$ cat src/rtl/core/ltc_pkg.sv
`timescale 1ns / 1ps

package ltc_pkg;

    localparam int unsigned CharW  = 8;
    localparam int unsigned ClassW = 4;

    typedef logic [CharW-1:0] t_char;

    typedef enum logic [5:0] {
        S_START, S_SIGN, S_INT, S_FRAC,
        S_EE, S_EES, S_EED, S_DE, S_DES, S_DED,
        S_U, S_L, S_LA, S_LAT, S_LO, S_LON,
        S_R, S_RA, S_RAD, S_D, S_DEX, S_DEG,
        S_M, S_MI, S_MIN, S_S, S_SE, S_SEC,
        S_T, S_TR, S_TRU, S_TRUE, S_F, S_FA, S_FAL, S_FALS, S_FALSE,
        S_DEAD
    } t_scan_state;

    typedef enum logic [ClassW-1:0] {
        C_STRING    = 4'd0,
        C_DECIMAL   = 4'd1,
        C_INTEGER   = 4'd2,
        C_BOOLEAN   = 4'd3,
        C_LATITUDE  = 4'd4,
        C_LONGITUDE = 4'd5,
        C_RADIAN    = 4'd6,
        C_DEGREE    = 4'd7,
        C_ARCMIN    = 4'd8,
        C_ARCSEC    = 4'd9
    } t_token_class;

    // Transition result handed from the automaton to the result stage
    typedef struct packed {
        t_scan_state  nxt;
        t_token_class cls;
    } t_step;

    function automatic logic is_digit(input t_char c);
        return (c >= "0") && (c <= "9");
    endfunction

    function automatic logic is_sign(input t_char c);
        return (c == "+") || (c == "-");
    endfunction

endpackage

$ cat src/rtl/core/ltc_next.sv
`timescale 1ns / 1ps

module ltc_next import ltc_pkg::*; (
    input  t_scan_state i_state,
    input  t_char       i_char,
    output t_step       o_step
);

    t_scan_state nxt;
    t_char       c;

    assign c = i_char;

    always_comb begin
        nxt = S_DEAD;
        case (i_state)
            S_START: begin
                if (is_sign(c))                nxt = S_SIGN;
                else if (is_digit(c))          nxt = S_INT;
                else if (c == "T" || c == "t") nxt = S_T;
                else if (c == "F" || c == "f") nxt = S_F;
            end
            S_SIGN: if (is_digit(c)) nxt = S_INT;
            S_INT: begin
                if (is_digit(c))   nxt = S_INT;
                else if (c == ".") nxt = S_FRAC;
            end
            S_FRAC: begin
                if (is_digit(c))               nxt = S_FRAC;
                else if (c == "E" || c == "e") nxt = S_EE;
                else if (c == "D")             nxt = S_DE;
                else if (c == "_")             nxt = S_U;
            end
            S_EE: begin
                if (is_sign(c))       nxt = S_EES;
                else if (is_digit(c)) nxt = S_EED;
            end
            S_EES: if (is_digit(c)) nxt = S_EED;
            S_EED: begin
                if (is_digit(c))   nxt = S_EED;
                else if (c == "_") nxt = S_U;
            end
            // D exponent takes no suffix
            S_DE: begin
                if (is_sign(c))       nxt = S_DES;
                else if (is_digit(c)) nxt = S_DED;
            end
            S_DES, S_DED: if (is_digit(c)) nxt = S_DED;
            S_U: begin
                if (c == "l")      nxt = S_L;
                else if (c == "r") nxt = S_R;
                else if (c == "d") nxt = S_D;
                else if (c == "m") nxt = S_M;
                else if (c == "s") nxt = S_S;
            end
            S_L: begin
                if (c == "a")      nxt = S_LA;
                else if (c == "o") nxt = S_LO;
            end
            S_LA:   if (c == "t") nxt = S_LAT;
            S_LO:   if (c == "n") nxt = S_LON;
            S_R:    if (c == "a") nxt = S_RA;
            S_RA:   if (c == "d") nxt = S_RAD;
            S_D:    if (c == "e") nxt = S_DEX;
            S_DEX:  if (c == "g") nxt = S_DEG;
            S_M:    if (c == "i") nxt = S_MI;
            S_MI:   if (c == "n") nxt = S_MIN;
            S_S:    if (c == "e") nxt = S_SE;
            S_SE:   if (c == "c") nxt = S_SEC;
            S_T:    if (c == "r") nxt = S_TR;
            S_TR:   if (c == "u") nxt = S_TRU;
            S_TRU:  if (c == "e") nxt = S_TRUE;
            S_F:    if (c == "a") nxt = S_FA;
            S_FA:   if (c == "l") nxt = S_FAL;
            S_FAL:  if (c == "s") nxt = S_FALS;
            S_FALS: if (c == "e") nxt = S_FALSE;
            default: nxt = S_DEAD;
        endcase
    end

    always_comb begin
        o_step.nxt = nxt;
        case (nxt)
            S_FRAC, S_EED, S_DED: o_step.cls = C_DECIMAL;
            S_INT:                o_step.cls = C_INTEGER;
            S_TRUE, S_FALSE:      o_step.cls = C_BOOLEAN;
            S_LAT:                o_step.cls = C_LATITUDE;
            S_LON:                o_step.cls = C_LONGITUDE;
            S_RAD:                o_step.cls = C_RADIAN;
            S_DEG:                o_step.cls = C_DEGREE;
            S_MIN:                o_step.cls = C_ARCMIN;
            S_SEC:                o_step.cls = C_ARCSEC;
            default:              o_step.cls = C_STRING;
        endcase
    end

endmodule

$ cat src/rtl/core/ltc_result_reg.sv
`timescale 1ns / 1ps

module ltc_result_reg import ltc_pkg::*; (
    input  logic         i_clk,
    input  logic         i_rst_n,
    input  logic         i_load,
    input  t_token_class i_cls,
    output logic         o_free,
    output logic         o_valid,
    input  logic         i_ready,
    output t_token_class o_cls
);

    logic         r_valid;
    t_token_class r_cls;

    // slot can take a new result if empty or being drained this cycle
    assign o_free  = !r_valid || i_ready;
    assign o_valid = r_valid;
    assign o_cls   = r_cls;

    always_ff @(posedge i_clk) begin
        if (!i_rst_n) begin
            r_valid <= 1'b0;
        end else if (i_load) begin
            r_valid <= 1'b1;
        end else if (i_ready) begin
            r_valid <= 1'b0;
        end
    end

    always_ff @(posedge i_clk) begin
        if (i_load) begin
            r_cls <= i_cls;
        end
    end

endmodule

$ cat src/rtl/core/literal_token_classifier.sv
`timescale 1ns / 1ps

// Numeric literal token classifier.
// Input channel: i_in_valid / o_in_ready carry one token byte (i_char_code)
// per transfer, i_last_char marking the final byte of the token.
// Output channel: o_out_valid / i_out_ready carry one class code
// (o_token_class) per token, issued for the transfer with i_last_char set:
// 0 string, 1 decimal, 2 integer, 3 boolean, 4 lat, 5 lon, 6 rad,
// 7 deg, 8 arcmin, 9 arcsec.
// Throughput: one byte per cycle except while a final byte is stalled.
// The byte register feeds one automaton transition per cycle; the class
// lands in the result register. A final byte is first held in the
// byte register; its class loads into the result register once free.
// Reset: the automaton returns to the token start state and both
// registers are emptied.
// Stall: while the result register holds an untaken class, bytes within
// a token keep flowing; a further final byte waits in the byte register
// and o_in_ready drops until the result is taken.

module literal_token_classifier import ltc_pkg::*; (
    input  logic              i_clk,
    input  logic              i_rst_n,
    input  logic              i_in_valid,
    output logic              o_in_ready,
    input  logic [CharW-1:0]  i_char_code,
    input  logic              i_last_char,
    output logic              o_out_valid,
    input  logic              i_out_ready,
    output logic [ClassW-1:0] o_token_class
);

    logic        r_in_valid;
    t_char       r_in_char;
    logic        r_in_last;
    t_scan_state r_state;
    t_scan_state n_state;

    t_step        step;
    t_token_class res_cls;
    logic         res_free;
    logic         advance;
    logic         load;

    ltc_next u_next (
        .i_state (r_state),
        .i_char  (r_in_char),
        .o_step  (step)
    );

    assign advance    = r_in_valid && (!r_in_last || res_free);
    assign load       = advance && r_in_last;
    assign o_in_ready = !r_in_valid || advance;

    always_comb begin
        n_state = r_state;
        if (advance) begin
            n_state = r_in_last ? S_START : step.nxt;
        end
    end

    always_ff @(posedge i_clk) begin
        if (!i_rst_n) begin
            r_in_valid <= 1'b0;
            r_state    <= S_START;
        end else begin
            r_state <= n_state;
            if (o_in_ready) begin
                r_in_valid <= i_in_valid;
            end
        end
    end

    always_ff @(posedge i_clk) begin
        if (i_in_valid && o_in_ready) begin
            r_in_char <= i_char_code;
            r_in_last <= i_last_char;
        end
    end

    ltc_result_reg u_result (
        .i_clk   (i_clk),
        .i_rst_n (i_rst_n),
        .i_load  (load),
        .i_cls   (step.cls),
        .o_free  (res_free),
        .o_valid (o_out_valid),
        .i_ready (i_out_ready),
        .o_cls   (res_cls)
    );

    assign o_token_class = res_cls;

endmodule
$ cat config.mk
export PLATFORM = sky130hd
export DESIGN_NAME = literal_token_classifier
export DESIGN_NICKNAME = d
export VERILOG_FILES = /design/src/rtl/core/ltc_pkg.sv /design/src/rtl/core/ltc_next.sv /design/src/rtl/core/ltc_result_reg.sv /design/src/rtl/core/literal_token_classifier.sv
export SDC_FILE = /design/constraint.sdc
export NUM_CORES = 1
export LEC_CHECK = 0
export BUFFER_PORTS_ARGS = -buffer_cell sky130_fd_sc_hd__clkbuf_2
export CORE_ASPECT_RATIO = 2
export CORE_UTILIZATION = 45
export DETAILED_ROUTE_END_ITERATION = 8
export GPL_ROUTABILITY_DRIVEN = 0
export MAX_ROUTING_LAYER = met4
export PLACE_DENSITY = 0.66
export SYNTH_ARGS = -nofsm -noshare
export SYNTH_HDL_FRONTEND = slang
export SYNTH_SLANG_ARGS = --single-unit
export TNS_END_PERCENT = 100
$ cat constraint.sdc
create_clock -name i_clk -period 2.6 [get_ports i_clk]
set_input_delay 0 -clock i_clk [delete_from_list [all_inputs] [get_ports i_clk]]
set_output_delay 0 -clock i_clk [all_outputs]
set_load 0.01 [all_outputs]
==> results of run 1 <==
[Yosys cell counts (all sizes together), types with 6 or more instances]
library cell,instances,area (sq um)
nand2,30,112.6
o22ai,6,37.54
nor2,13,48.80
dfxtp,8,160.2
and2,10,62.56
nand2b,9,56.30
nand4b,6,52.55
nor4b,10,121.4
a21oi,6,30.03
clkbuf,14,52.55
buf,18,105.1
nor3,14,70.07
o21ai,20,100.1
nor4,8,62.56
edfxtp,13,390.4
o211ai,12,100.1
or4,8,63.81
or4b,6,67.57
nand3,11,55.05
nand4,8,50.05
[timing repair]
item,4_1_cts
hold buffers,9
endpoints found under the setup margin,9
pin swaps,9
resized for setup,37
hold endpoints to repair,9
buffers inserted,12
[metrics by stage]
stage	cell area [sq um]	util [%]	setup slack [ns]	hold slack (ns)	TNS, ns
floorplan	2565	-	-0.1346	0.09887	-0.1346
global placement	3531	64.58	-0.4966	0.1775	-2.205
detailed placement	3531	64.58	-0.5086	0.1793	-2.370
CTS	3934	71.95	-0.3450	0.002301	-1.354
[kinds of logic after synthesis]
| family | Yosys count |
|---|---|
| XOR/XNOR | 7 |
| AO/OA/AOI/OAI | 88 |
| flip-flops | 21 |
| buffers and inverters | 37 |
| AND/OR/NAND/NOR | 167 |
| multiplexers | 1 |
[metal layers]
metal / GRT overflow / GRT usage, %
met2: 11 / 86.92
met1: 0 / 60.19
met3: 0 / 31.67
met4: 9 / 64.29
met5: - / -
==> metrics.md, run 1 <==
| Metric | Value |
|---|---|
| CTS Root Cell | `clkbuf_8` |
| #FFs+latches synth | `21` |
| Cells after synthesis | `321` |
| Async SR Flop Fraction | `0%` |
| Clock Path Buffers | `2` |
| Starting Density | `46.80%` |
| DIE WIDTH | `55.32 um` |
| CTS Buf Count | `3` |
| IO Count | `19` |
| Proportion of synthesized chip area in sequential cells | `21.52%` |
| Cells after DPL | `493` |
| Total grt overflow | `20` |
| Outcome | `stopped before the end` |
| XOR/XNOR share of the synthesized area | `2.396%` |
| Core Rows | `38` |
| WEP type | `sequential cell input` |
| Synth unique cells | `72` |
| Syn nets | `334` |
| Simple-gate area share of the yosys netlist | `43.86%` |
| Proportion of synthesized area in mux cells | `0.3912%` |
| Clock Sinks | `21` |
| Adder-Cell Fraction of Synth Area | `0%` |
| Die height | `108.6 um` |
| Fail Step | `global routing (5_1_grt)` |
| Largest net degree at the start of global routing | `18` |
| Average cell area after synthesis | `7.971 sq um` |
| Largest family of logic cells by synthesized area | `simple AND/OR/NAND/NOR gates` |
| All-Layer GR Usage | `62.57%` |
| Main synth FF type | `edfxtp_1` |
| Port Buf Inserts | `18` |
| Mapped Area | `0.002559 sq mm` |
| Post-DP HPWL | `8826 um` |
| Number of enable flip-flop cells after synthesis | `13` |
| Compound-Gate Fraction of Synth Area | `24.94%` |
| Number of warnings issued by yosys | `0` |
| H-tree Lvls | `1` |
| Worst endpoint after global-route timing repair | `u_result.o_cls[3]$_DFFE_PP_/D` |
| Stop err | `[ERROR GRT-0232] Routing congestion too high. Check the congestion heatmap in the GUI.` |
==> inputs of run 2 (changes only) <==
- CORE_ASPECT_RATIO: 2 -> unset
- CORE_UTILIZATION: 45 -> 30
- MAX_ROUTING_LAYER: met4 -> unset
- PLACE_DENSITY: 0.66 -> unset
- PLACE_DENSITY_LB_ADDON: unset -> 0.15
- clock period: 2.6 -> 3.38 ns (I/O delays scaled with it)
==> run 2 against run 1 <==
The run now ends clean. Synthesized cell count stayed put. Synthesized area stayed put.
==> metrics.md, run 2 <==
| Metric | Value |
|---|---|
| Via-to-Cell Ratio | `6.503` |
| Total grt overflow | `0` |
| RSZ-0062 raised after global routing | `false` |
| Hold depth | `2` |
| Post-synth top cells | `30 x nand2_1, 18 x o21ai_0, 14 x clkbuf_1, 14 x nor3_1` |
| Die height | `94.35 um` |
| Tcrit/Tclk final | `95.97%` |
| All-Layer GR Usage | `21.34%` |
| Final setup TNS | `0 ns` |
| First-pass GRT wire length | `14880 um` |
| Clock Sinks | `21` |
| R2r setup slk | `0.14 ns` |
| Post-DP HPWL | `6861 um` |
| Clock Path Buffers | `2` |
| Number of enable flip-flop cells after synthesis | `13` |
| Most frequent cells in the layout | `37 x buf_4, 30 x nand2_1, 18 x o21ai_0, 18 x clkbuf_2, 14 x nor3_1` |
| Design Power | `654.8 uW` |
| Period minus WS final | `3.244 ns` |
| 1st-iter DRT viols | `426` |
| Slew Limit Fails | `0` |
| DRT Pass-1 Iters | `6` |
| Top-count cell post-synth | `nand2_1` |
| Synth unique cells | `72` |
| Number of flip-flops in the largest register | `8` |
| Worst skew pair latency | `0.26 ns` |
| Number of warnings issued by yosys | `0` |
| Synth top area cells | `edfxtp_1 15%, dfxtp_1 6.3%, nand2_1 4.4%, o21ai_0 3.5%, o211ai_1 2.9%` |
| Largest net degree at the start of global routing | `19` |
| Area Growth Syn to Fin | `19.07%` |
| Worst Path Required | `3.50 ns` |
| Wire per inst | `19.85 um` |
| RR Endpoint | `u_result.o_cls[0]` |
| IO Count | `19` |
| Async SR Flop Fraction | `0%` |
| Synth area leader | `edfxtp_1` |
| Antenna Nets Post-Route | `0` |
| Final hold violations | `0` |
| Synth top area share | `15.26%` |
| Hold path startpoint | `i_rst_n` |
| #FFs+latches synth | `21` |
| Via count | `3011` |
| Worst setup SP type | `flip-flop` |
| Core Rows | `33` |
| Main synth FF type | `edfxtp_1` |
| Clock skew | `0.001747 ns` |
| # Max-Cap Violations | `0` |
| Starting Density | `31.14%` |
| CTS Root Cell | `clkbuf_8` |
| Worst slew pin tran | `1.145 ns` |
| Core area | `0.008217 sq mm` |
| Biggest register | `r_in_char` |
| R2R depth | `8` |
| Initial antenna violation count | `0` |
| Crit Path Category | `reg -> reg` |
| CTS tree | `done` |
| Clock transition at the registers of the reported paths | `0.08 ns` |
| Syn nets | `334` |
| H-tree Lvls | `1` |
| Most common cell after layout, fill and taps aside | `buf_4` |
| Vias in the first global route | `2913` |
| Worst hold-check path type | `in -> reg` |
| Peak Freq | `308.3 MHz` |
| Setup bufs post-CTS | `0` |
| Nets@finish | `372` |
| Cts hold-fix bufs | `10` |
| Leakage Power | `0.001025 uW` |
| CP max FO | `12` |
| Share of cells above drive strength 1 | `21.79%` |
| Post_cts resized | `0` |
| Endpoint type of the worst setup path | `flip-flop` |
| Hold-critical path endpoint | `u_result.o_valid` |
| Outcome | `complete, no violations` |
| Max-slew headroom | `22.65%` |
| Proportion of synthesized chip area in sequential cells | `21.52%` |
| Die area | `0.008902 sq mm` |
| DRC | `0` |
| Drt total wl | `9192 um` |
| Crit path DAT | `3.37 ns` |
| Final number of setup-violating endpoints | `0` |
| CTS Buf Count | `3` |
| Cells after synthesis | `321` |
| Average cell area after synthesis | `7.971 sq um` |
| Antenna Cells | `0` |
| DIE WIDTH | `94.35 um` |
| PwrDens | `214.9 mW/mm^2` |
| Critical R2R Launch | `r_state[2]` |
| Mapped Area | `0.002559 sq mm` |
| Port Buf Inserts | `18` |
| Max VDD drop | `0.1406 mV` |
| Layout fillers | `826` |
## run 2: kinds of logic (layout without fill, tap and decap cells)
logic type             after synthesis  count (layout)  share of synthesized area, %
AND/OR/NAND/NOR                    167             167                         43.86
AO/OA/AOI/OAI                       88              88                         24.94
buffers and inverters               37              74                         6.895
flip-flops                          21              21                         21.52
XOR/XNOR                             7               7                         2.396
multiplexers                         1               1                        0.3912
## run 2: per-layer routing
metal	up-vias	track usage [%]	routed length [um]	share of wire, %
met5	-	0	0	0
met4	0	11.79	420	4.6
met3	48	3.623	966	11
met2	224	31.82	3915	43
met1	1393	28.99	3889	42
li1	1346	-	-	-
## run 2: area by class of cell
cell class / instances / area, sq um / share of cell area (%)
Multi-Input combinational cell: 263 / 1832 / 60.12
Sequential cell: 21 / 550.5 / 18.07
Timing Repair Buffer: 65 / 467.9 / 15.36
Clock buffer: 3 / 41.29 / 1.355
Tap cell: 105 / 131.4 / 4.312
Clock inverter: 1 / 5.005 / 0.1643
Inverter: 5 / 18.77 / 0.6160
## run 2: per-stage QoR
stage | hold slack [ns] | setup WS (ns) | utilization (%) | area [sq um] | cells
3_5_place_dp | 0.1787 | 0.2898 | 35.30 | 2900 | 449
4_1_cts | 0.03066 | 0.2751 | 37.08 | 3047 | 463
2_1_floorplan | 0.09887 | 0.5969 | - | 2559 | 321
3_3_place_gp | 0.1775 | 0.1055 | 35.30 | 2900 | 449
6_report | 0.02850 | 0.1362 | 37.08 | 3047 | 463
5_1_grt | 0.03953 | 0.08497 | 37.08 | 3047 | 463
## run 2: how the worst max path moves through the flow
stage                 startpoint  cells after the start           endpoint
finish                r_state[2]                      8  u_result.o_cls[0]
global route          r_state[1]                      9  u_result.o_cls[0]
CTS                 r_in_char[1]                      8  u_result.o_cls[0]
detailed placement  r_in_char[1]                      8  u_result.o_cls[0]
global placement      r_state[1]                      9  u_result.o_cls[0]
floorplan           r_in_char[1]                      9  u_result.o_cls[0]
## run 2: power breakdown
part / switching, uW / leakage (uW) / internal (uW)
clock network: 89.1 / 0.0000255 / 82.3
registers: 17.8 / 0.000191 / 284
logic: 99.4 / 0.000808 / 81.9
## run 2: critical path: stages, from the launching register on
cell,delay [ns]
dfxtp_1,0.56
nor4bb_1,1.02
nand3_1,0.16
a21oi_1,0.29
a311oi_1,0.12
and4_1,0.25
xnor2_1,0.15
or4b_4,0.49
o211ai_2,0.07
No activity file was read; power rests on OpenSTA's default activity.
